===== src/design/cgd_pkg.sv =====
// cgd_pkg: shared types, constants and register codes of the code page decoder
// used by every module of the decoder and by its channel interfaces
package cgd_pkg;

   // field widths
   localparam int BYTE_W   = 8;
   localparam int UNIT_W   = 16;
   localparam int INDEX_W  = 15;
   localparam int CSR_IDX_W = 2;

   // full table address before the range check (max lead offset * trail count + column)
   localparam int LUT_ADDR_W = 17;

   localparam int TABLE_DEPTH_DEF = 32768;
   localparam int TRAIL_COUNT     = 190;

   // trail byte bands
   localparam logic [BYTE_W-1:0] TRAIL_LO_FIRST = 8'h40;
   localparam logic [BYTE_W-1:0] TRAIL_LO_LAST  = 8'h7E;
   localparam logic [BYTE_W-1:0] HIGH_FIRST     = 8'h80;
   localparam logic [BYTE_W-1:0] TRAIL_HI_LAST  = 8'hFE;
   localparam logic [BYTE_W-1:0] TRAIL_HI_BASE  = 8'd63;

   localparam logic [UNIT_W-1:0] REPL_UNIT = 16'hFFFD;

   // request actions
   localparam logic ACT_LOAD   = 1'b0;
   localparam logic ACT_DECODE = 1'b1;

   // register indexes
   localparam logic [CSR_IDX_W-1:0] REG_MODE       = 2'd0;
   localparam logic [CSR_IDX_W-1:0] REG_LEAD_FIRST = 2'd1;
   localparam logic [CSR_IDX_W-1:0] REG_LEAD_LAST  = 2'd2;

   // reset values
   localparam logic              MODE_RESET       = 1'b1;
   localparam logic [BYTE_W-1:0] LEAD_FIRST_RESET = 8'h81;
   localparam logic [BYTE_W-1:0] LEAD_LAST_RESET  = 8'hFE;

   // result queue
   localparam int FIFO_DEPTH = 4;
   localparam int FIFO_AW    = $clog2(FIFO_DEPTH);
   localparam int FIFO_CW    = $clog2(FIFO_DEPTH + 1);

   typedef struct packed {
      logic              mode;
      logic [BYTE_W-1:0] lead_first;
      logic [BYTE_W-1:0] lead_last;
   } cfg_type;

   typedef struct packed {
      logic [BYTE_W-1:0] data_byte;
      logic              final_byte;
      logic              dbl_ok;   // trail column, lead range and address all valid
   } issue_type;

   typedef struct packed {
      logic [UNIT_W-1:0] code_unit;
      logic              replaced;
      logic              run_last;
      logic              string_end;
   } result_type;

   typedef struct packed {
      logic [1:0] count;
      result_type first;
      result_type second;
   } res_pair_type;

endpackage


===== src/design/cgd_decode.sv =====
// cgd_decode: lookup stage; resolves one byte against the table read data
// and the pending lead state, producing up to two results. depends on cgd_pkg
module cgd_decode import cgd_pkg::*; (
   input  logic              clock,
   input  logic              reset,
   input  cfg_type           cfg,
   input  logic              issue_valid,
   input  issue_type         issue,
   output logic              issue_ready,
   input  logic [UNIT_W-1:0] rd_data,
   input  logic              fifo_room,
   output logic [BYTE_W-1:0] lead_cand,
   output res_pair_type      push
);

   logic              s1_valid_ff, s1_valid_in;
   issue_type         s1_ff;
   logic              pending_ff, pending_in;
   logic [BYTE_W-1:0] held_ff, held_in;

   logic              go;
   logic              rd_zero;
   logic              hit;
   logic              b_high;
   logic              b_lead;
   logic              b_has;
   result_type        b_res;
   result_type        r0, r1;
   logic [1:0]        n;

   assign go          = s1_valid_ff && fifo_room;
   assign issue_ready = !s1_valid_ff || go;
   // held lead as it stands once the stage item resolves
   assign lead_cand   = s1_valid_ff ? s1_ff.data_byte : held_ff;

   always_comb begin
      rd_zero = (rd_data == '0);
      hit     = pending_ff && cfg.mode && s1_ff.dbl_ok && !rd_zero;
      b_high  = s1_ff.data_byte[BYTE_W-1];
      b_lead  = b_high && (s1_ff.data_byte >= cfg.lead_first)
                && (s1_ff.data_byte <= cfg.lead_last);

      b_res = '0;
      b_has = 1'b1;
      if (!b_high) begin
         b_res.code_unit = UNIT_W'(s1_ff.data_byte);
      end else if (cfg.mode) begin
         b_res.code_unit = REPL_UNIT;
         b_res.replaced  = 1'b1;
         // a lead is held unless the string ends here
         b_has = !(b_lead && !s1_ff.final_byte);
      end else if (rd_zero) begin
         b_res.code_unit = REPL_UNIT;
         b_res.replaced  = 1'b1;
      end else begin
         b_res.code_unit = rd_data;
      end

      r0 = '0;
      r1 = '0;
      if (hit) begin
         r0.code_unit = rd_data;
         n = 2'd1;
      end else if (pending_ff) begin
         r0.code_unit = REPL_UNIT;
         r0.replaced  = 1'b1;
         r1 = b_res;
         n = b_has ? 2'd2 : 2'd1;
      end else begin
         r0 = b_res;
         n = b_has ? 2'd1 : 2'd0;
      end

      if (n == 2'd2) begin
         r1.run_last   = 1'b1;
         r1.string_end = s1_ff.final_byte;
      end else begin
         r0.run_last   = 1'b1;
         r0.string_end = s1_ff.final_byte;
      end

      push.count  = go ? n : 2'd0;
      push.first  = r0;
      push.second = r1;

      pending_in = pending_ff;
      held_in    = held_ff;
      if (go) begin
         pending_in = !hit && cfg.mode && b_lead && !s1_ff.final_byte;
         held_in    = s1_ff.data_byte;
      end

      s1_valid_in = issue_valid || (s1_valid_ff && !go);
   end

   always_ff @(posedge clock) begin
      if (reset) begin
         s1_valid_ff <= 1'b0;
         pending_ff  <= 1'b0;
         held_ff     <= '0;
      end else begin
         s1_valid_ff <= s1_valid_in;
         pending_ff  <= pending_in;
         held_ff     <= held_in;
      end
   end

   always_ff @(posedge clock) begin
      if (issue_valid) begin
         s1_ff <= issue;
      end
   end

endmodule


===== config.mk =====
export PLATFORM = sky130hd
export DESIGN_NAME = cgd_decode
export DESIGN_NICKNAME = d
export VERILOG_FILES = /design/src/design/cgd_pkg.sv /design/src/design/cgd_decode.sv
export SDC_FILE = /design/constraint.sdc
export NUM_CORES = 1
export LEC_CHECK = 0
export BUFFER_PORTS_ARGS = -buffer_cell sky130_fd_sc_hd__buf_2
export CORE_MARGIN = 5
export CORE_UTILIZATION = 40
export DETAILED_ROUTE_END_ITERATION = 7
export PLACE_DENSITY = 0.87
export SLEW_MARGIN = 20
export SYNTH_ARGS = -nofsm -noshare
export SYNTH_HDL_FRONTEND = slang
export SYNTH_SLANG_ARGS = --single-unit

===== constraint.sdc =====
create_clock -name clock -period 3.1 [get_ports clock]
set_input_delay 0.62 -clock clock [delete_from_list [all_inputs] [get_ports clock]]
set_output_delay 0.62 -clock clock [all_outputs]
set_load 0.05 [all_outputs]

==> After elaboration in Yosys (flattened, before gate mapping) <==
Cells that the tools add are included.
{ "classes": {"order_cmp": 2, "n_eq_ne": 1, "mux": 20, "reduce_logical": 20} }
{ "op_table": {"columns": ["op", "n"], "rows": [
  ["$mux W16", 3],
  ["$mux W19", 2],
  ["$mux W17", 2],
  ["$logic_not A16 Y1", 1],
  ["$mux W2", 6],
  ["$logic_and A1 B1 Y1", 11],
  ["$ge A8 B8 Y1", 1],
  ["$le A8 B8 Y1", 1],
  ["$mux W8", 1],
  ["$logic_not A1 Y1", 6],
  ["$mux W1", 5],
  ["$mux W3", 1],
  ["$eq A2 B2 Y1 const B", 1],
  ["$logic_or A1 B1 Y1", 2]
]} }
{ "word_totals": {"register_bits": 20, "in_bits": 47, "wordCells": 49} }

==> Depth between registers and ports, before layout <==
Gate-level depths: netlist (run 1).
{ "depth": {"depth_word": 12, "mapped_depth": 9} }

==> Worst setup path before layout (run 1) <==
No wires, ideal clock.
{ "synth_timing": {"path_kind": "input to output", "from": "in cfg[15] (netlist bit)", "to": "out push[0] (netlist bit)", "t_arrival_ns": 3.306, "t_required_ns": 2.480, "path_slack_ns": -0.826, "path_stages": 9, "path_buffers": 0, "path_cell_list": "inv_1 > ha_1 > and3_1 > nand2_1 > o31a_1 > or4_1 > ha_1 > nand3b_2 > nor2_1"} }
{ "synth_lines": {"columns": ["item", "line", "rtl"], "rows": [
  ["start, declared", "cgd_decode.sv:6", "input cfg_type cfg,"],
  ["end, declared", "cgd_decode.sv:13", "output res_pair_type push"]
]} }

==> flow_summary.yaml, run 1 <==
clock_tree:
  htreeDepth: 1
  clockBufferDepth: 2
  cts.clk_slew.worst_paths_ns: 0.07
  cts-root-buf: "clkbuf_8"
  numCtsBuffers: 3
  insertion_delay_ns: 0.26
  cts_tree: "built"
  clock_sinks: 20
worst_setup_path:
  worstPathCellList: "ha_4 -> nand4_1 -> nor2_2 -> a21oi_1 -> or4_4 -> ha_4 -> nand3b_4 -> and2_4 -> buf_8"
  reg2reg_slack_ns: 0.53
  crit_path_top_delay_cell: "or4_4"
  timing.rr.end: "pending_ff"
  path_class: "register to output pin"
  r2r_cells: 8
  worst_setup_path_end_kind: "output pin"
  cpLargestDelayFamily: "simple AND/OR/NAND/NOR gates"
  path_max_fanout: 4
  cpPeakStageDelay_ns: 0.58
  crit_buf_inv: 1
  cp.arrival_ns: 2.96
  crit_path_start_kind: "register"
  cpMostUsedCell: "ha_4"
  r2r_start: "s1_ff[7]"
  cp.required_ns: 2.48
drt:
  ant_nets: 0
  via_per_inst: 6.31
  wirelength_um: 10900
  dr.first_iter.drc_count: 263
  wire_per_inst_um: 25.7
  dr.pass1.iters: 6
  route.detailed.drc: 0
  vias: 2689
synth:
  synthTopCellsByArea: "edfxtp_1, ha_1, dfxtp_1"
  yosysMostFrequentCell: "nor2_1"
  synthFlopType: "edfxtp_1"
  synth_area_per_cell_um2: 8.02
  syn_inst: 216
  synth_fp_nets: 280
  synth_top_area_frac: 0.173
  synth_common_cells: "nor2_1, a21oi_1, nand2_1, inv_1, ha_1"
  yosysWarnings: 0
  synth.distinct_cells: 39
  ys_ff_latch: 20
  syn_area_um2: 1730
  synth_seq_area_share: 0.289
  synth-async-reset-ratio: 0
  synth_enable_flop_cells: 10
  yosysTopAreaCell: "edfxtp_1"
cells_and_area:
  n_antenna_cell: 0
  fin_cells: 426
  utilization: 0.889
  drive_gt1_frac: 0.693
  multi_input_area_um2: 1620
  fin_nets: 439
  syn_to_final_growth_pct: 119
  n_fill_cell: 152
  regArea_um2: 500
  final_area_um2: 3790
worst_hold_path:
  min-delay-start: "held_ff[5]"
  min_path_cells: 2
  hp-class: "register to register"
  hold-path-endpoint: "held_ff[5]"
placement:
  hpwl_um: 4620
  routabilityCongestion: 0.773
  dpl-instance-area_um2: 2850
  dp.cells: 393
  dp_slack_ns: -0.377
  portBuffers: 95
sta:
  final_hold_viol_count: 0
  layout_setup_ws_ns: -0.482
  period_minus_slack_ns: 3.58
  rsz0062_at_grt: "true"
  setup_violations: 40
  fin_crit_sh: 1.16
  skew_ns: 0.00109
  slew_headroom: 0.482
  slew_viol_final: 0
  fmax_mhz: 279
  worst-slew-pin-transition_ns: 0.772
floorplan:
  die_x_um: 75.8
  die_h_um: 75.8
  die_area_um2: 5750
  start_util: 0.406
  coreArea_um2: 4260
  row_count: 24
  io-pin-count: 96
grt:
  antenna_found_initial: 0
  grtUsageTotal: 0.290
  grt_max_degree: 27
  grt_pass1_wl_um: 12300
  grt-ovfl-total: 0
  grt_pass1_vias: 2522
power_and_ir_drop:
  p_leak_nw: 1.69
  peakVddDrop_v: 0.000362
  finalPower_mw: 1.06
  p_per_area_nw_per_um2: 281
status:
  violations: "negative setup slack"
  status: "finished, violations left"
job:
  cap_violations: 0
state kept, by name, summed over array words and instances, names as in the netlist:
name,flops
b_high,1
held_ff,8
pending_ff,1
s1_ff,9
s1_valid_ff,1
kinds of logic (layout without fill, tap and decap cells):
logic type,count (synthesis),after routing,synth area share
AND/OR/NAND/NOR,83,83,0.242
AO/OA/AOI/OAI,56,56,0.214
buffers and inverters,32,190,0.0809
flip-flops,20,20,0.289
adder cells (fa/ha/maj),17,17,0.123
multiplexers,8,8,0.0520
metrics by stage:
| stage | hold WS (ns) | TNS [ns] |
|---|---|---|
| 3_3_place_gp | 0.439 | -6.47 |
| 3_5_place_dp | 0.449 | -7.58 |
| 6_report | 0.460 | -9.31 |
| 5_1_grt | 0.473 | -10.53 |
| 4_1_cts | 0.459 | -3.66 |
| 2_1_floorplan | 0.434 | -2.60 |
worst min-delay path, delay by kind of cell (launching register included):
family,cells,cell delay (ns)
AND/OR/NAND/NOR,1,0.05
AO/OA/AOI/OAI,1,0.05
flip-flops,1,0.31
how the worst max path moves through the flow:
stage | slack [ns] | end | from | depth (start not counted)
after floorplan | -0.25 | push[3] | rd_data[0] | 5
after global placement | -0.34 | push[19] | cfg[14] | 11
after detailed placement | -0.38 | push[19] | cfg[14] | 11
after CTS | -0.26 | push[19] | b_high | 9
after global routing | -0.51 | push[19] | s1_ff[7] | 9
final | -0.48 | push[19] | s1_ff[7] | 9
what timing repair did:
item / 4_1_cts / 5_1_grt
hold buffers: 0 / 0
gates cloned: 2 / 0
buffers inserted: 16 / 15
pin swaps: 28 / 17
endpoints found under the setup margin: 40 / 40
gates resized for setup: 142 / 49
placed cells by master, fill, tap and decap left out, types with 3 or more instances in the layout:
cell type,instances
buf_4,54
buf_2,46
buf_6,44
nand2_1,20
buf_8,16
inv_1,15
nor2_4,15
nor2_1,14
a21oi_1,13
edfxtp_1,10
dfxtp_1,10
a21oi_4,9
ha_1,9
mux2_2,8
ha_4,8
or4_4,6
nor2b_4,6
nor2_2,6
o22a_1,6
o21ai_4,5
o21ai_2,5
a21oi_2,5
buf_12,4
clkbuf_8,3
layer usage:
layer | global-route usage | vias to the layer above | share of wire
li1 | - | 1072 | -
met1 | 0.299 | 1267 | 0.33
met2 | 0.515 | 251 | 0.48
met3 | 0.0567 | 99 | 0.11
met4 | 0.210 | 0 | 0.082
met5 | 0 | - | 0
where the power goes:
part,internal (mW),switching [mW]
clock network,0.0916,0.0826
logic,0.243,0.330
registers,0.295,0.0224
layout make-up:
type / count / area share
inverter: 22 / 0.0280
timing repair buffer: 164 / 0.383
tap: 52 / 0.0172
clock buffer: 4 / 0.0119
multi-input combinational: 164 / 0.428
sequential: 20 / 0.132
Power figures use the tool's default switching activity.
==> inputs of run 2 (changes only) <==
--- a/config.mk
+++ b/config.mk
@@ -5,11 +5,12 @@
 export SDC_FILE = /design/constraint.sdc
 export NUM_CORES = 1
 export LEC_CHECK = 0
-export BUFFER_PORTS_ARGS = -buffer_cell sky130_fd_sc_hd__buf_2
+export ABC_AREA = 1
 export CORE_MARGIN = 5
-export CORE_UTILIZATION = 40
+export CORE_UTILIZATION = 55
 export DETAILED_ROUTE_END_ITERATION = 7
-export PLACE_DENSITY = 0.87
+export DONT_BUFFER_PORTS = 1
+export PLACE_DENSITY = 0.84
 export SLEW_MARGIN = 20
 export SYNTH_ARGS = -nofsm -noshare
 export SYNTH_HDL_FRONTEND = slang
==> run 2 against run 1 <==
The flow now finishes without violations; synthesized cell count up 16%; final cell count fell by 17%; maximum frequency grew 20%; critical path type unchanged; critical endpoint unchanged.
==> flow_summary.yaml, run 2 <==
drt:
  ant_nets: 0
  dr.first_iter.drc_count: 98
  wirelength_um: 5350
  vias: 1924
  route.detailed.drc: 0
  wire_per_inst_um: 15.1
  dr.pass1.iters: 5
  via_per_inst: 5.44
synth:
  synth_enable_flop_cells: 10
  synth-compound-area-share: 0.222
  synth_area_per_cell_um2: 7.20
  synthTopCellsByArea: "edfxtp_1, ha_1, dfxtp_1"
  ys_ff_latch: 20
  synth_top_family_by_area: "compound AO/OA/AOI/OAI gates"
  synth_mux_area_frac: 0.0278
  synth_common_cells: "inv_1, nand2_1, o21ai_0, a21oi_1, nor2_1"
  synthFlopType: "edfxtp_1"
  syn_area_um2: 1800
  syn_inst: 250
  yosysMostFrequentCell: "inv_1"
  synth.distinct_cells: 31
  synth-async-reset-ratio: 0
  yosysWarnings: 0
  synth_fa_ha_area_frac: 0.118
  yosysTopAreaCell: "edfxtp_1"
  synth_xor_area_frac: 0
  synth_fp_nets: 314
  synth_seq_area_share: 0.278
  synthSimpleGateAreaFrac: 0.214
  synth_top_area_frac: 0.167
cells_and_area:
  largest_reg_flops: 9
  top_regs: "s1_ff: 9 flops, held_ff: 8 flops"
  final_common_cell: "buf_4"
  n_antenna_cell: 0
  fin_nets: 375
  regMostFlops: "s1_ff"
  syn_to_final_growth_pct: 36.6
  final_cell_mix: "buf_4, inv_1, nand2_1"
  drive_gt1_frac: 0.326
worst_setup_path:
  path_max_fanout: 4
  cp.required_ns: 2.48
  worst_setup_path_end_kind: "output pin"
  path_class: "register to output pin"
  cp.arrival_ns: 2.36
  crit_path_start_kind: "register"
worst_hold_path:
  hp-class: "input port to register"
grt:
  grt_pass1_wl_um: 7910
  grt_max_degree: 21
  grtUsageTotal: 0.225
  grt-ovfl-total: 0
  grt_pass1_vias: 1809
  antenna_found_initial: 0
clock_tree:
  numCtsBuffers: 3
  cts_tree: "built"
  cts.clk_slew.worst_paths_ns: 0.11
  insertion_delay_ns: 0.29
  htreeDepth: 1
  clock_sinks: 20
  cts-root-buf: "clkbuf_4"
  clockBufferDepth: 2
sta:
  holdWs_ns: 0.390
  slew_viol_final: 0
  layout_setup_ws_ns: 0.123
  final_hold_viol_count: 0
  rsz0062_at_grt: "true"
  skew_ns: 0.00777
  tns_ns: 0
  fin_crit_sh: 0.960
  fmax_mhz: 336
  worst-slew-pin-transition_ns: 0.549
  period_minus_slack_ns: 2.98
  setup_violations: 0
  slew_headroom: 0.634
job:
  cap_violations: 0
status:
  status: "completed"
placement:
  routabilityCongestion: 0.775
  hpwl_um: 4030
  portBuffers: 0
  dp_slack_ns: 0.0991
floorplan:
  io-pin-count: 96
  row_count: 20
  die_h_um: 67.2
  die_area_um2: 4520
  die_x_um: 67.2
  coreArea_um2: 3100
  start_util: 0.580
power_and_ir_drop:
  p_per_area_nw_per_um2: 332
  p_leak_nw: 1.21
  peakVddDrop_v: 0.000278
[run 2: cell count changes after synthesis, sizes merged, moves of 8 or more]
cell / delta
inv: +27
mux2: -8
o21ai: +17
a31oi: +8
nand2: +29
nor2: -11
[run 2: worst paths after layout]
| kind | from | end | slack, ns | cells after the start |
|---|---|---|---|---|
| worst max-delay path | s1_ff[3] | push[19] | 0.12 | 14 |
| worst min-delay path | reset | s1_valid_ff | 0.39 | 1 |
| worst max register to register | s1_ff[3] | pending_ff | 1.41 | 10 |
| worst min register to register | held_ff[6] | held_ff[6] | 0.46 | 2 |
[run 2: power breakdown]
group	internal (mW)	switching, mW	total [mW]
clock network	0.0467	0.0713	0.118
logic	0.131	0.252	0.383
registers	0.297	0.0178	0.315
total	0.475	0.341	0.816
[run 2: per-stage QoR]
stage	util	power (mW)	instance area, um2	std cells
finish	0.792	0.816	2460	354
CTS	0.751	0.788	2330	347
global route	0.792	0.863	2460	354
global placement	0.723	0.655	2240	336
detailed placement	0.723	0.664	2240	336
floorplan	-	0.569	1820	250
[run 2: timing repair]
item | 4_1_cts | 5_1_grt
hold buffers | 0 | 0
pin swaps | 0 | 5
gates cloned | 0 | 0
buffers inserted | 7 | 7
setup endpoints to repair | 4 | 5
gates resized for setup | 1 | 15
hold endpoints to repair | 0 | 0
[run 2: per-layer routing]
layer  vias up  wire, um  track usage  share of wire
li1        945         -            -              -
met1       866      1930        0.237           0.36
met2        99      2720        0.418           0.51
met3        14       582       0.0599           0.11
met4         0       124       0.0937          0.023
met5         -         0            0              0
[run 2: logic make-up (layout without fill, tap and decap cells)]
kind of cell,count (synthesis),count (layout)
buffers and inverters,58,118
adders and majority gates,17,17
AOI/OAI and AO/OA,69,69
muxes,5,5
and+or+nand+nor,81,81
DFF,20,20
[run 2: area by class of cell]
class | count | area, um2
fillers | 203 | 644
clock buffers | 3 | 22.5
repair buffers | 65 | 538
multi-input cells | 172 | 1140
clock inverters | 1 | 3.75
flip-flops and latches | 20 | 500
well taps | 44 | 55.1
inverters | 49 | 195
[run 2: critical path, cell delays in order (launching register included)]
cell	delay, ns
edfxtp_1	0.53
ha_4	0.33
nand2_2	0.05
nor2_1	0.07
nor2_1	0.05
nand2_1	0.06
nand2_2	0.06
a21oi_2	0.17
nand2_2	0.08
ha_4	0.28
inv_4	0.04
nand3_4	0.09
nand2_2	0.08
inv_2	0.06
buf_12	0.13
