**src/design/cgd_pkg.sv**
```systemverilog
// cgd_pkg: shared types, constants and register codes of the code page decoder
// used by every module of the decoder and by its channel interfaces
package cgd_pkg;

   // field widths
   localparam int BYTE_W   = 8;
   localparam int UNIT_W   = 16;
   localparam int INDEX_W  = 15;
   localparam int CSR_IDX_W = 2;

   // full table address before the range check (max lead offset * trail count + column)
   localparam int LUT_ADDR_W = 17;

   localparam int TABLE_DEPTH_DEF = 32768;
   localparam int TRAIL_COUNT     = 190;

   // trail byte bands
   localparam logic [BYTE_W-1:0] TRAIL_LO_FIRST = 8'h40;
   localparam logic [BYTE_W-1:0] TRAIL_LO_LAST  = 8'h7E;
   localparam logic [BYTE_W-1:0] HIGH_FIRST     = 8'h80;
   localparam logic [BYTE_W-1:0] TRAIL_HI_LAST  = 8'hFE;
   localparam logic [BYTE_W-1:0] TRAIL_HI_BASE  = 8'd63;

   localparam logic [UNIT_W-1:0] REPL_UNIT = 16'hFFFD;

   // request actions
   localparam logic ACT_LOAD   = 1'b0;
   localparam logic ACT_DECODE = 1'b1;

   // register indexes
   localparam logic [CSR_IDX_W-1:0] REG_MODE       = 2'd0;
   localparam logic [CSR_IDX_W-1:0] REG_LEAD_FIRST = 2'd1;
   localparam logic [CSR_IDX_W-1:0] REG_LEAD_LAST  = 2'd2;

   // reset values
   localparam logic              MODE_RESET       = 1'b1;
   localparam logic [BYTE_W-1:0] LEAD_FIRST_RESET = 8'h81;
   localparam logic [BYTE_W-1:0] LEAD_LAST_RESET  = 8'hFE;

   // result queue
   localparam int FIFO_DEPTH = 4;
   localparam int FIFO_AW    = $clog2(FIFO_DEPTH);
   localparam int FIFO_CW    = $clog2(FIFO_DEPTH + 1);

   typedef struct packed {
      logic              mode;
      logic [BYTE_W-1:0] lead_first;
      logic [BYTE_W-1:0] lead_last;
   } cfg_type;

   typedef struct packed {
      logic [BYTE_W-1:0] data_byte;
      logic              final_byte;
      logic              dbl_ok;   // trail column, lead range and address all valid
   } issue_type;

   typedef struct packed {
      logic [UNIT_W-1:0] code_unit;
      logic              replaced;
      logic              run_last;
      logic              string_end;
   } result_type;

   typedef struct packed {
      logic [1:0] count;
      result_type first;
      result_type second;
   } res_pair_type;

endpackage

```
**src/design/cgd_result_fifo.sv**
```systemverilog
// cgd_result_fifo: small response queue taking up to two results a cycle
// depends on cgd_pkg
module cgd_result_fifo import cgd_pkg::*; (
   input  logic         clock,
   input  logic         reset,
   input  res_pair_type push,
   output logic         room,
   output logic         out_valid,
   input  logic         out_ready,
   output result_type   out_res
);

   result_type           fifo_mem [FIFO_DEPTH];
   logic [FIFO_AW-1:0]   head_ff, head_in;
   logic [FIFO_AW-1:0]   tail_ff, tail_in;
   logic [FIFO_CW-1:0]   count_ff, count_in;
   logic [FIFO_AW-1:0]   tail_next;
   logic                 pop;

   assign out_valid = (count_ff != '0);
   assign out_res   = fifo_mem[head_ff];
   assign pop       = out_valid && out_ready;
   assign room      = (count_ff <= FIFO_CW'(FIFO_DEPTH - 2));
   assign tail_next = tail_ff + FIFO_AW'(1);

   always_comb begin
      head_in  = head_ff + (pop ? FIFO_AW'(1) : FIFO_AW'(0));
      tail_in  = tail_ff + FIFO_AW'(push.count);
      count_in = count_ff + FIFO_CW'(push.count) - (pop ? FIFO_CW'(1) : FIFO_CW'(0));
   end

   always_ff @(posedge clock) begin
      if (reset) begin
         head_ff  <= '0;
         tail_ff  <= '0;
         count_ff <= '0;
      end else begin
         head_ff  <= head_in;
         tail_ff  <= tail_in;
         count_ff <= count_in;
      end
   end

   always_ff @(posedge clock) begin
      if (push.count != 2'd0) begin
         fifo_mem[tail_ff] <= push.first;
      end
      if (push.count == 2'd2) begin
         fifo_mem[tail_next] <= push.second;
      end
   end

endmodule

```
**config.mk**
```make
export PLATFORM = sky130hd
export DESIGN_NAME = cgd_result_fifo
export DESIGN_NICKNAME = d
export VERILOG_FILES = /design/src/design/cgd_pkg.sv /design/src/design/cgd_result_fifo.sv
export SDC_FILE = /design/constraint.sdc
export NUM_CORES = 1
export LEC_CHECK = 0
export ABC_AREA = 1
export BUFFER_PORTS_ARGS = -buffer_cell sky130_fd_sc_hd__buf_2
export CORE_UTILIZATION = 55
export CTS_BUF_LIST = sky130_fd_sc_hd__clkbuf_8
export CTS_CLUSTER_SIZE = 40
export DETAILED_ROUTE_END_ITERATION = 10
export GPL_TIMING_DRIVEN = 0
export PLACE_DENSITY = 0.78
export SLEW_MARGIN = 20
export SYNTH_ARGS = -nofsm -noshare
export SYNTH_HDL_FRONTEND = slang
export SYNTH_SLANG_ARGS = --single-unit
export TNS_END_PERCENT = 1
```
**constraint.sdc**
```tcl
create_clock -name clock -period 2.82 [get_ports clock]
set_clock_uncertainty 0.1 [all_clocks]
set_input_delay 0.564 -clock clock [delete_from_list [all_inputs] [get_ports clock]]
set_output_delay 0.564 -clock clock [all_outputs]
set_load 0.1 [all_outputs]
```
==> Word level (Yosys, flattened, before mapping) <==
Memories as Yosys holds them, arrays and structs flattened. A register that Yosys moved wholly into a read port is not among the register bits.
Cells that the tools add are included.
{ "word_totals": {"register_bits": 7, "word_cells": 21, "memories": 1, "output_inout_bits": 21, "ramBits": 76, "inputBits": 43} }
{ "classes": {"addsub": 5, "n_reduce_logical": 3, "order_cmp": 1, "muxes": 7, "n_eq_ne": 1} }
{ "mem_list": {"columns": ["name", "words", "word_bits", "rd", "rd_ports_with_merged_regs", "write_ports", "line", "text"], "rows": [
  ["fifo_mem", 4, 19, 1, 1, 2, "cgd_result_fifo.sv:13", "result_type fifo_mem [FIFO_DEPTH];"]
]} }
{ "ops": {"columns": ["op", "n"], "rows": [
  ["2-to-1 mux 1 bit", 6],
  ["adder 3 x 2 -> 3 bit", 1],
  ["<= comparator 3 x 2 -> 1 bit (second input constant)", 1],
  ["nonzero test 3 bit", 1],
  ["subtractor 3 x 1 -> 3 bit", 1],
  ["adder 2 x 1 -> 2 bit", 1],
  ["adder 2 x 1 -> 2 bit (second input constant)", 1],
  ["adder 2 bit", 1],
  ["== test 2 bit (second input constant)", 1],
  ["2-to-1 mux 2 bit", 1],
  ["nonzero test 2 bit", 1],
  ["logical AND 1 bit", 1]
]} }

==> Depth between registers and ports, before layout <==
Gate-level depths: netlist of run 1.
{ "depth": {"ltp_word": 5, "mapped_depth": 10, "mapped_depth_nobuf": 10} }

==> Worst setup path before layout of run 1 <==
OpenSTA, ideal clock, no wires.
{ "synth_timing": {"path_type": "reg2out", "start": "register, netlist name head_ff[0]", "end": "output out_res[17] (netlist bit)", "path_buffers": 2, "path_slack_ps": -116, "arrival_time_ps": 2272, "required_ps": 2156, "path_stages_with_launch": 6, "path_cell_list": "dfxtp_1 > inv_1 > buf_2 > buf_2 > o21ai_1 > o22ai_1"} }
{ "synth_lines": {"columns": ["item", "line", "text"], "rows": [
  ["end: declaration", "cgd_result_fifo.sv:10", "output result_type out_res"]
]} }

==> impl_metrics.csv, run 1 <==
group,metric,value,unit
global_route,globalRouteTotalUtil,28.35,%
final_layout,finish.cell_count_without_fillers,611,
clock_network,clock-sinks,83,
synthesis,ys_ff_latch,83,
synthesis,ys.flop_type,"edfxtp_1",
critical_path,regToRegSetupSlack,740,ps
sta,timing_hold_violations_final,0,
final_layout,area_growth_syn_to_layout,17.84,%
sta,period_utilization_post_route,96.63,%
critical_path,worstSetupStartpointType,"flop",
synthesis,synth_top_cell_by_area,"edfxtp_1",
synthesis,synth_most_common_cell,"nand2_1",
clock_network,clock_tree_from_tritoncts,"done",
power,power.leakage,0.002049,uW
routing,routed_vias,3556,
synthesis,synthDominantCellAreaShare,55.61,%
floorplanning,placementRows,31,
synthesis,yosysWarnings,0,
critical_path,crit_path_max_incr_delay,470,ps
synthesis,synthesis.area,4104,um^2
place,placement.cell_area,4653,um^2
critical_path,crit_type,"reg2out",
critical_path,data_required_time_at_the_worst_endpoint,2160,ps
final_layout,total_nets_final,555,
sta,period_needed,2725,ps
min_path,hp-class,"in2reg",
global_route,grt.busiest_layer,"met2",
clock_network,cts_htree_levels,3,
critical_path,critical_path.startpoint,"head_ff[0]",
global_route,wire_length_of_the_first_global_routing_pass,15.86,mm
critical_path,worst-path-max-fanout,10,
critical_path,worst-endpoint-arrival,2060,ps
place,dp.cells,596,
sta,grt_setup_unrepaired,"yes",
sta,timing_worst_slew_pin_value,791.5,ps
final_layout,filler_cell_count,580,
synthesis,synthTopCellsByCount,"nand2_1 (84), edfxtp_1 (76), o21ai_0 (65)",
clock_network,postCtsHoldBufs,0,
synthesis,avgSynthCellArea,9.544,um^2
global_route,grtUsageMet2,45.17,%
global_route,grt_antenna_before_repair,0,
power,power.ir.vdd_worst,884.6,uV
global_route,pin_count_of_the_biggest_net_entering_global_routing,13,
floorplanning,initial_utilization,56.89,%
routing,routed_wire_length_per_instance,17.45,um
synthesis,synth_fp_nets,477,
global_route,grt_overflow,0,
place,port-buffer-count,63,
synthesis,yosysUniqueCellTypes,24,
synthesis,netlist_instances,430,
floorplanning,floorplan.core_area,7214,um^2
sta,maxClockFrequency,367.0,MHz
critical_path,crit_chain,"inv_1, clkbuf_1, o21ai_0, o22ai_1, buf_2",
sta,timing.max_slew.rel_slack,47.23,%
final_layout,final_layout_size_suffix_gt1_share,21.29,%
clock_network,insertion_delay,340,ps
clock_network,clockBufferDepth,2,
floorplanning,die_x,88.38,um
routing,drt_iter0_drc,347,
clock_network,cts_inserted_buffers,9,
critical_path,cp-end-kind,"primary output",
synthesis,synth_enable_flop_cells,76,
min_path,hp-start,"reset",
clock_network,cts_root_buf,"clkbuf_8",
outcome,status,"complete, but fails checks",
power,cellPowerDensity,863.2,nW/um^2
final_layout,antenna-diode-count,0,
final_layout,finish.instance_area,4836,um^2
global_route,grt.met3_usage,4.571,%
floorplanning,die_h,88.38,um
place,gp_congestion,0.8282,
sta,finalSetupViolations,0,
floorplanning,top_level_pins,64,
critical_path,worst_path_max_delay_cell,"buf_2",
critical_path,reg2reg_from,"tail_ff[1]",
global_route,grt_pass1_vias,3386,
final_layout,sequential_cell_area,2422,um^2
global_route,use_met1,35.57,%
job,max_cap_violations,0,
routing,first_pass_iters,8,
clock_network,clkTransAtPathRegs,70,ps
sta,timing_max_transition_violations_final,0,
routing,detail_route.drc_violations,2,
synthesis,asyncSetResetFlopFracSynth,0,%
routing,final_antenna_net_count,0,
synthesis,synth.top_cells.by_area,"edfxtp_1 (56%), o21ai_0 (7.9%), nand2_1 (7.7%), o21ai_1 (6.1%), nor2_1 (4.5%)",
floorplanning,die_outline_area,7811,um^2
routing,drt_wl_total,10.66,mm
outcome,violations,"DRC",
place,hpwl,6.940,mm
routing,routed_via_density,5.820,
final_layout,multiInputGateArea,1446,um^2
synthesis,synth_seq_area_share,59.02,%
cells by family (layout without fill, tap and decap cells):
group	after synthesis	count (layout)	share of synthesized area [%]
xor+xnor	2	2	0.4269
compound gates	140	140	17.90
buf+inv	60	142	7.226
fa+ha+maj	4	4	1.403
simple gates	141	141	14.02
flops	83	83	59.02
flip-flops by register name (all words and copies together) (netlist names):
signal / count
fifo_mem: 76
count_ff: 3
head_ff: 2
tail_ff: 2
area by class of cell:
class	count	share of cell area (%)
tap	99	2.561
timing repair buffer	67	7.684
multi-input combinational	287	29.91
clock inverter	6	1.035
buffer	28	3.674
clock buffer	9	2.561
inverter	32	2.484
sequential	83	50.09
stage by stage:
stage | setup TNS, ps | hold slack, ps | power [uW] | util [%] | worst slack (ps)
global placement | -85660 | 408.2 | 3330 | 63.06 | -1248
global route | -10.59 | 316.9 | 4326 | 67.03 | -8.427
floorplan | -1226 | 390.7 | 2996 | - | -68.35
detailed placement | 0 | 410.9 | 3384 | 64.50 | 471.1
CTS | 0 | 310.6 | 4152 | 66.91 | 109.4
finish | 0 | 313.6 | 4175 | 67.03 | 95.09
metal layers:
metal | vias to the layer above | routed length [um]
met5 | - | 0
met4 | 0 | 283
met3 | 28 | 1082
met2 | 238 | 5237
met1 | 1640 | 4056
li1 | 1650 | -
worst max-delay path: cells and delay by family (launching register included):
family	cells	cell delay (ps)
compound gates	2	400
buf+inv	3	980
flops	1	350
path summary, 6_finish.rpt:
path                     end  depth (start not counted)
min               tail_ff[0]                          2
min reg2reg      count_ff[2]                          2
max reg2reg  fifo_mem[3][14]                          3
max               out_res[7]                          5
cell usage in the layout, fill, tap and decap left out, types with 2 or more instances in the layout:
cell | Yosys | final
nand2_1 | 84 | 84
edfxtp_1 | 76 | 76
buf_2 | 6 | 66
o21ai_0 | 65 | 65
o21ai_1 | 50 | 50
nor2_1 | 49 | 49
inv_1 | 29 | 31
o22ai_1 | 19 | 18
buf_6 | 8 | 11
clkbuf_8 | 0 | 9
clkbuf_1 | 10 | 8
dfxtp_1 | 7 | 7
nand3_2 | 4 | 4
clkbuf_2 | 3 | 4
o31ai_4 | 0 | 4
inv_2 | 3 | 3
ha_1 | 3 | 3
clkbuf_4 | 0 | 3
buf_1 | 1 | 2
nand3_1 | 2 | 2
a21oi_1 | 2 | 2
clkinv_1 | 0 | 2
report_power, final:
group | internal [uW] | switching (uW) | leakage (uW)
clock network | 391 | 404 | 0.0000965
logic | 339 | 1490 | 0.00118
registers | 1500 | 49.2 | 0.000772
what timing repair did:
| action | CTS | global route |
|---|---|---|
| resized for setup | 0 | 6 |
| buffers inserted | 0 | 0 |
| hold endpoints to repair | 0 | 0 |
| endpoints found under the setup margin | 0 | 4 |
No activity file was read; power rests on OpenSTA's default activity.
==> run 2: changes to the inputs <==
--- a/config.mk
+++ b/config.mk
@@ -12,7 +12,7 @@
 export CTS_CLUSTER_SIZE = 40
 export DETAILED_ROUTE_END_ITERATION = 10
 export GPL_TIMING_DRIVEN = 0
-export PLACE_DENSITY = 0.78
+export PLACE_DENSITY = 0.75
 export SLEW_MARGIN = 20
 export SYNTH_ARGS = -nofsm -noshare
 export SYNTH_HDL_FRONTEND = slang
==> run 2 against run 1 <==
The run now ends clean. Sequential power is essentially flat. Final area decreased by 0.16%. Fmax up 0.13%. Critical endpoint is now out_res[18]. Highest routed layer unchanged.
==> impl_metrics.csv, run 2 (synthesis gave the netlist of run 1 again) <==
group,metric,value,unit
critical_path,regToRegSetupSlack,800,ps
place,hpwl,7.127,mm
routing,drt_wl_total,10.57,mm
routing,first_pass_iters,5,
floorplanning,placementRows,31,
floorplanning,die_x,88.38,um
global_route,grtUsageMet2,50.91,%
final_layout,final_core_util,66.93,%
final_layout,largest_reg_flops,76,
power,power.combinational.fraction,43.7,%
clock_network,cts_root_buf,"clkbuf_8",
critical_path,data_required_time_at_the_worst_endpoint,2160,ps
clock_network,cts_htree_levels,3,
sta,timing_hold_violations_final,0,
final_layout,finish.cell_count_without_fillers,612,
routing,detail_route.drc_violations,0,
power,cellPowerDensity,859.2,nW/um^2
global_route,globalRouteTotalUtil,28.31,%
global_route,grt_pass1_vias,3351,
clock_network,insertion_delay,350,ps
routing,routed_vias,3528,
sta,timing.max_slew.rel_slack,50.10,%
clock_network,clkTransAtPathRegs,90,ps
routing,routed_wire_length_per_instance,17.27,um
critical_path,crit_chain,"inv_1, buf_2, buf_2, nor2_1, o22ai_1, buf_2",
global_route,use_met1,32.67,%
place,gp_congestion,0.8685,
critical_path,crit_type,"reg2out",
sta,finalSetupViolations,0,
outcome,status,"complete, no violations",
power,net-switching-power,1994,uW
final_layout,final_common_cell,"nand2_1",
routing,routed_via_density,5.765,
global_route,grt_antenna_before_repair,0,
final_layout,registers.top_by_ff_count,"fifo_mem",
sta,period_utilization_post_route,96.50,%
power,seqPwrFrac,37.3,%
place,dp.cells,596,
global_route,pin_count_of_the_biggest_net_entering_global_routing,16,
final_layout,area_growth_syn_to_layout,17.65,%
final_layout,top_regs,"fifo_mem (76), count_ff (3)",
clock_network,clockBufferDepth,2,
clock_network,postCtsHoldBufs,0,
floorplanning,floorplan.core_area,7214,um^2
sta,period_needed,2721,ps
min_path,hp-class,"in2reg",
power,intPower,2155,uW
clock_network,postCtsSetupRepairBufs,0,
sta,setup_tns,0,ps
job,max_cap_violations,0,
critical_path,cp_dominant_cell_by_count,"buf_2",
routing,final_antenna_net_count,0,
critical_path,cp-end-kind,"primary output",
power,power.ir.vdd_worst,831.3,uV
global_route,grt_overflow,0,
critical_path,worst-endpoint-arrival,2060,ps
global_route,grt.met3_usage,4.757,%
clock_network,clock_tree_from_tritoncts,"done",
clock_network,cts_inserted_buffers,9,
clock_network,clock-sinks,83,
final_layout,commonest_cells_after_routing_fill_and_taps_aside,"nand2_1 (84), edfxtp_1 (76), buf_2 (69), o21ai_0 (65), o21ai_1 (50)",
sta,timing_max_transition_violations_final,0,
floorplanning,top_level_pins,64,
power,p_sw_share,48.06,%
final_layout,final_layout_size_suffix_gt1_share,21.83,%
critical_path,worstSetupStartpointType,"flop",
sta,maxClockFrequency,367.5,MHz
final_layout,total_nets_final,555,
floorplanning,die_h,88.38,um
final_layout,antenna-diode-count,0,
place,port-buffer-count,63,
sta,grt_setup_unrepaired,"no",
power,power.leakage,0.002034,uW
sta,timing_worst_slew_pin_value,745.8,ps
critical_path,worst_path_max_delay_cell,"buf_2",
final_layout,filler_cell_count,576,
critical_path,crit_path_max_incr_delay,470,ps
global_route,grt.busiest_layer,"met2",
power,power.share.clock,19.0,%
sta,hold-worst-slack,302.1,ps
clock_network,cts_resized,0,
global_route,wire_length_of_the_first_global_routing_pass,15.77,mm
critical_path,worst-path-max-fanout,10,
floorplanning,initial_utilization,56.89,%
routing,drt_iter0_drc,278,
floorplanning,die_outline_area,7811,um^2
-- run 2: cell types whose count changed in the layout (fill, tap and decap cells not counted), moves of 2 or more --
cell      previous run  this run
inv_6                0         2
clkinv_4             0         2
clkbuf_1             8        10
buf_2               66        69
inv_1               31        29
clkbuf_4             3         0
-- run 2: worst paths after layout --
| check | startpoint | to | cells past startpoint |
|---|---|---|---|
| max | head_ff[0] | out_res[18] | 6 |
| min | reset | tail_ff[0] | 2 |
| max reg2reg | count_ff[0] | count_ff[2] | 10 |
| min reg2reg | count_ff[2] | count_ff[2] | 2 |
-- run 2: final cells by class --
cell class | instances | area (um^2) | share of cell area (%)
plain buffers | 28 | 176.4 | 3.654
multi-input cells | 287 | 1446 | 29.96
clock inverters | 7 | 51.30 | 1.062
flip-flops and latches | 83 | 2422 | 50.17
well taps | 99 | 123.9 | 2.565
clock buffers | 9 | 123.9 | 2.565
repair buffers | 67 | 364.1 | 7.541
inverters | 32 | 120.1 | 2.488
-- run 2: critical path, delay by kind of cell (launching register included) --
kind	cells	cell delay, ps
AO/OA/AOI/OAI	1	230
flip-flops	1	360
buffers and inverters	4	1060
AND/OR/NAND/NOR	1	60
-- run 2: stage by stage --
step,area (um^2),setup WS [ps],total power (uW)
2_1_floorplan,4110,-68.35,2996
3_3_place_gp,4549,-1209,3323
3_5_place_dp,4653,477.0,3385
4_1_cts,4828,95.76,4138
5_1_grt,4828,24.39,4295
6_report,4828,98.69,4149
-- run 2: power groups by stage --
stage,Combinational [uW],Sequential [uW],Clock [uW]
finish,1810,1550,787
CTS,1810,1550,777
detailed placement,1810,1580,0
global placement,1750,1580,0
global route,1910,1560,831
floorplan,1430,1560,0
-- run 2: routing by layer --
metal	share of wire [%]	vias to the layer above
li1	-	1651
met1	35	1642
met2	53	206
met3	10	29
met4	2.2	0
met5	0	-
==> run 3: changes to the inputs <==
--- a/config.mk
+++ b/config.mk
@@ -13,6 +13,7 @@
 export DETAILED_ROUTE_END_ITERATION = 10
 export GPL_TIMING_DRIVEN = 0
 export PLACE_DENSITY = 0.75
+export RECOVER_POWER = 50
 export SLEW_MARGIN = 20
 export SYNTH_ARGS = -nofsm -noshare
 export SYNTH_HDL_FRONTEND = slang
==> run 3 against run 2 <==
The flow now finishes with violations (capacitance limit, slew limit). Clock-buffer cell count unchanged. First-iteration DRC count is 9.0% lower. Non-clock buffer count unchanged. Die area is the same. Global-route usage stayed put. Critical path type unchanged. Core utilization decreased by 1.4 points. Largest power group unchanged. Flip-flop and latch count stayed put. Hold slack got worse by 1.2 ps.
==> impl_metrics.csv, run 3 (synthesis gave the netlist of run 1 again) <==
group,metric,value,unit
clock_network,clock-sinks,83,
min_path,hp-start,"reset",
clock_network,cts_resized,0,
critical_path,worst-endpoint-arrival,2070,ps
floorplanning,die_h,88.38,um
power,power.leakage,0.001999,uW
sta,timing_hold_violations_final,0,
global_route,pin_count_of_the_biggest_net_entering_global_routing,16,
final_layout,antenna-diode-count,0,
clock_network,insertion_delay,350,ps
floorplanning,placementRows,31,
final_layout,largest_reg_flops,76,
critical_path,reg2reg_from,"tail_ff[1]",
sta,hold-worst-slack,300.9,ps
final_layout,commonest_cells_after_routing_fill_and_taps_aside,"o21ai_0 (104), nand2_1 (84), edfxtp_1 (76), buf_2 (66), nor2_1 (49)",
global_route,grt_antenna_before_repair,0,
routing,drt_iter0_drc,253,
clock_network,clockBufferDepth,2,
critical_path,cp_dominant_cell_by_count,"buf_2",
global_route,wire_length_of_the_first_global_routing_pass,15.77,mm
critical_path,reg2regPathDepth,3,
routing,routed_vias,3488,
critical_path,worstSetupStartpointType,"flop",
floorplanning,die_outline_area,7811,um^2
place,hpwl,7.127,mm
power,power.ir.vdd_worst,828.3,uV
clock_network,postCtsHoldBufs,0,
final_layout,area_growth_syn_to_layout,15.27,%
clock_network,clkTransAtPathRegs,90,ps
critical_path,cp-end-kind,"primary output",
global_route,grt_pass1_vias,3351,
sta,period_needed,2730,ps
final_layout,finish.cell_count_without_fillers,612,
critical_path,crit_type,"reg2out",
sta,period_utilization_post_route,96.80,%
final_layout,final_layout_size_suffix_gt1_share,18.32,%
global_route,globalRouteTotalUtil,28.31,%
outcome,status,"complete, but fails checks",
clock_network,postCtsSetupRepairBufs,0,
critical_path,regToRegSetupSlack,210,ps
floorplanning,die_x,88.38,um
final_layout,total_nets_final,555,
critical_path,crit_path_max_incr_delay,470,ps
critical_path,crit_chain,"inv_1, buf_2, buf_2, nor2_1, o22ai_1, buf_2",
sta,timing_max_transition_violations_final,18,
clock_network,cts_htree_levels,3,
place,dp.cells,596,
final_layout,top_regs,"fifo_mem (76), count_ff (3)",
global_route,use_met1,32.67,%
clock_network,cts_root_buf,"clkbuf_8",
final_layout,registers.top_by_ff_count,"fifo_mem",
final_layout,final_common_cell,"o21ai_0",
sta,grt_setup_unrepaired,"no",
floorplanning,floorplan.core_area,7214,um^2
routing,drt_wl_total,10.64,mm
sta,finalSetupViolations,0,
critical_path,data_required_time_at_the_worst_endpoint,2160,ps
clock_network,clock_tree_from_tritoncts,"done",
min_path,holdPathStages,2,
place,gp_congestion,0.8685,
min_path,hp-class,"in2reg",
sta,setup_tns,0,ps
sta,timing.max_slew.rel_slack,-16.75,%
power,cellPowerDensity,872.7,nW/um^2
sta,maxClockFrequency,366.3,MHz
critical_path,worst-path-max-fanout,10,
outcome,violations,"capacitance limit, slew limit",
min_path,min_delay_worst_endpoint,"tail_ff[0]",
sta,timing_worst_slew_pin_value,1736,ps
routing,detail_route.drc_violations,0,
global_route,grt.busiest_layer,"met2",
global_route,grt_overflow,0,
floorplanning,initial_utilization,56.89,%
final_layout,filler_cell_count,599,
routing,routed_via_density,5.699,
global_route,grt.met3_usage,4.757,%
clock_network,cts_inserted_buffers,9,
routing,first_pass_iters,5,
global_route,grtUsageMet2,50.91,%
critical_path,worst_path_max_delay_cell,"buf_2",
place,port-buffer-count,63,
critical_path,worstReg2RegEnd,"fifo_mem[2][16]",
job,max_cap_violations,2,
floorplanning,top_level_pins,64,
routing,routed_wire_length_per_instance,17.39,um
routing,final_antenna_net_count,0,
run 3: routing by layer:
layer / share of wire [%] / wire length, um / vias to the layer above
met4: 3.0 / 320 / 0
met3: 8.6 / 920 / 32
met2: 51 / 5460 / 198
li1: - / - / 1645
met5: 0 / 0 / -
met1: 37 / 3939 / 1613
run 3: worst max path at each step:
| stage | from | end | slack [ps] | depth (start not counted) |
|---|---|---|---|---|
| after floorplan | head_ff[0] | out_res[10] | -70 | 3 |
| after global placement | push[38] | fifo_mem[0][1] | -1210 | 3 |
| after detailed placement | head_ff[0] | out_res[18] | 480 | 6 |
| after CTS | head_ff[0] | out_res[18] | 100 | 6 |
| after global routing | head_ff[0] | out_res[18] | 20 | 6 |
| final | head_ff[0] | out_res[18] | 90 | 6 |
run 3: area by class of cell:
| cell class | instances | area, um^2 | area share, % |
|---|---|---|---|
| clock inverters | 7 | 51.30 | 1.084 |
| plain buffers | 28 | 155.1 | 3.280 |
| clock buffers | 9 | 123.9 | 2.618 |
| flip-flops and latches | 83 | 2422 | 51.20 |
| repair buffers | 67 | 362.8 | 7.670 |
| well taps | 99 | 123.9 | 2.618 |
| multi-input cells | 287 | 1371 | 28.99 |
| inverters | 32 | 120.1 | 2.539 |
run 3: through the flow:
step	setup slack, ps	cell area (um^2)	total power (uW)	utilization [%]
finish	90.15	4731	4129	65.57
global route	24.39	4731	4269	65.57
CTS	95.76	4828	4138	66.93
detailed placement	477.0	4653	3385	64.50
global placement	-1209	4549	3323	63.06
floorplan	-68.35	4110	2996	-
run 3: critical path: cells and delay by family (launching register included):
family | cells | cell delay [ps]
and+or+nand+nor | 1 | 60
DFF | 1 | 360
buffers and inverters | 4 | 1060
AOI/OAI and AO/OA | 1 | 230
run 3: report_power, final:
group / internal [uW] / switching (uW)
combinational: 320 / 1480
sequential: 1500 / 44.6
clock: 325 / 464
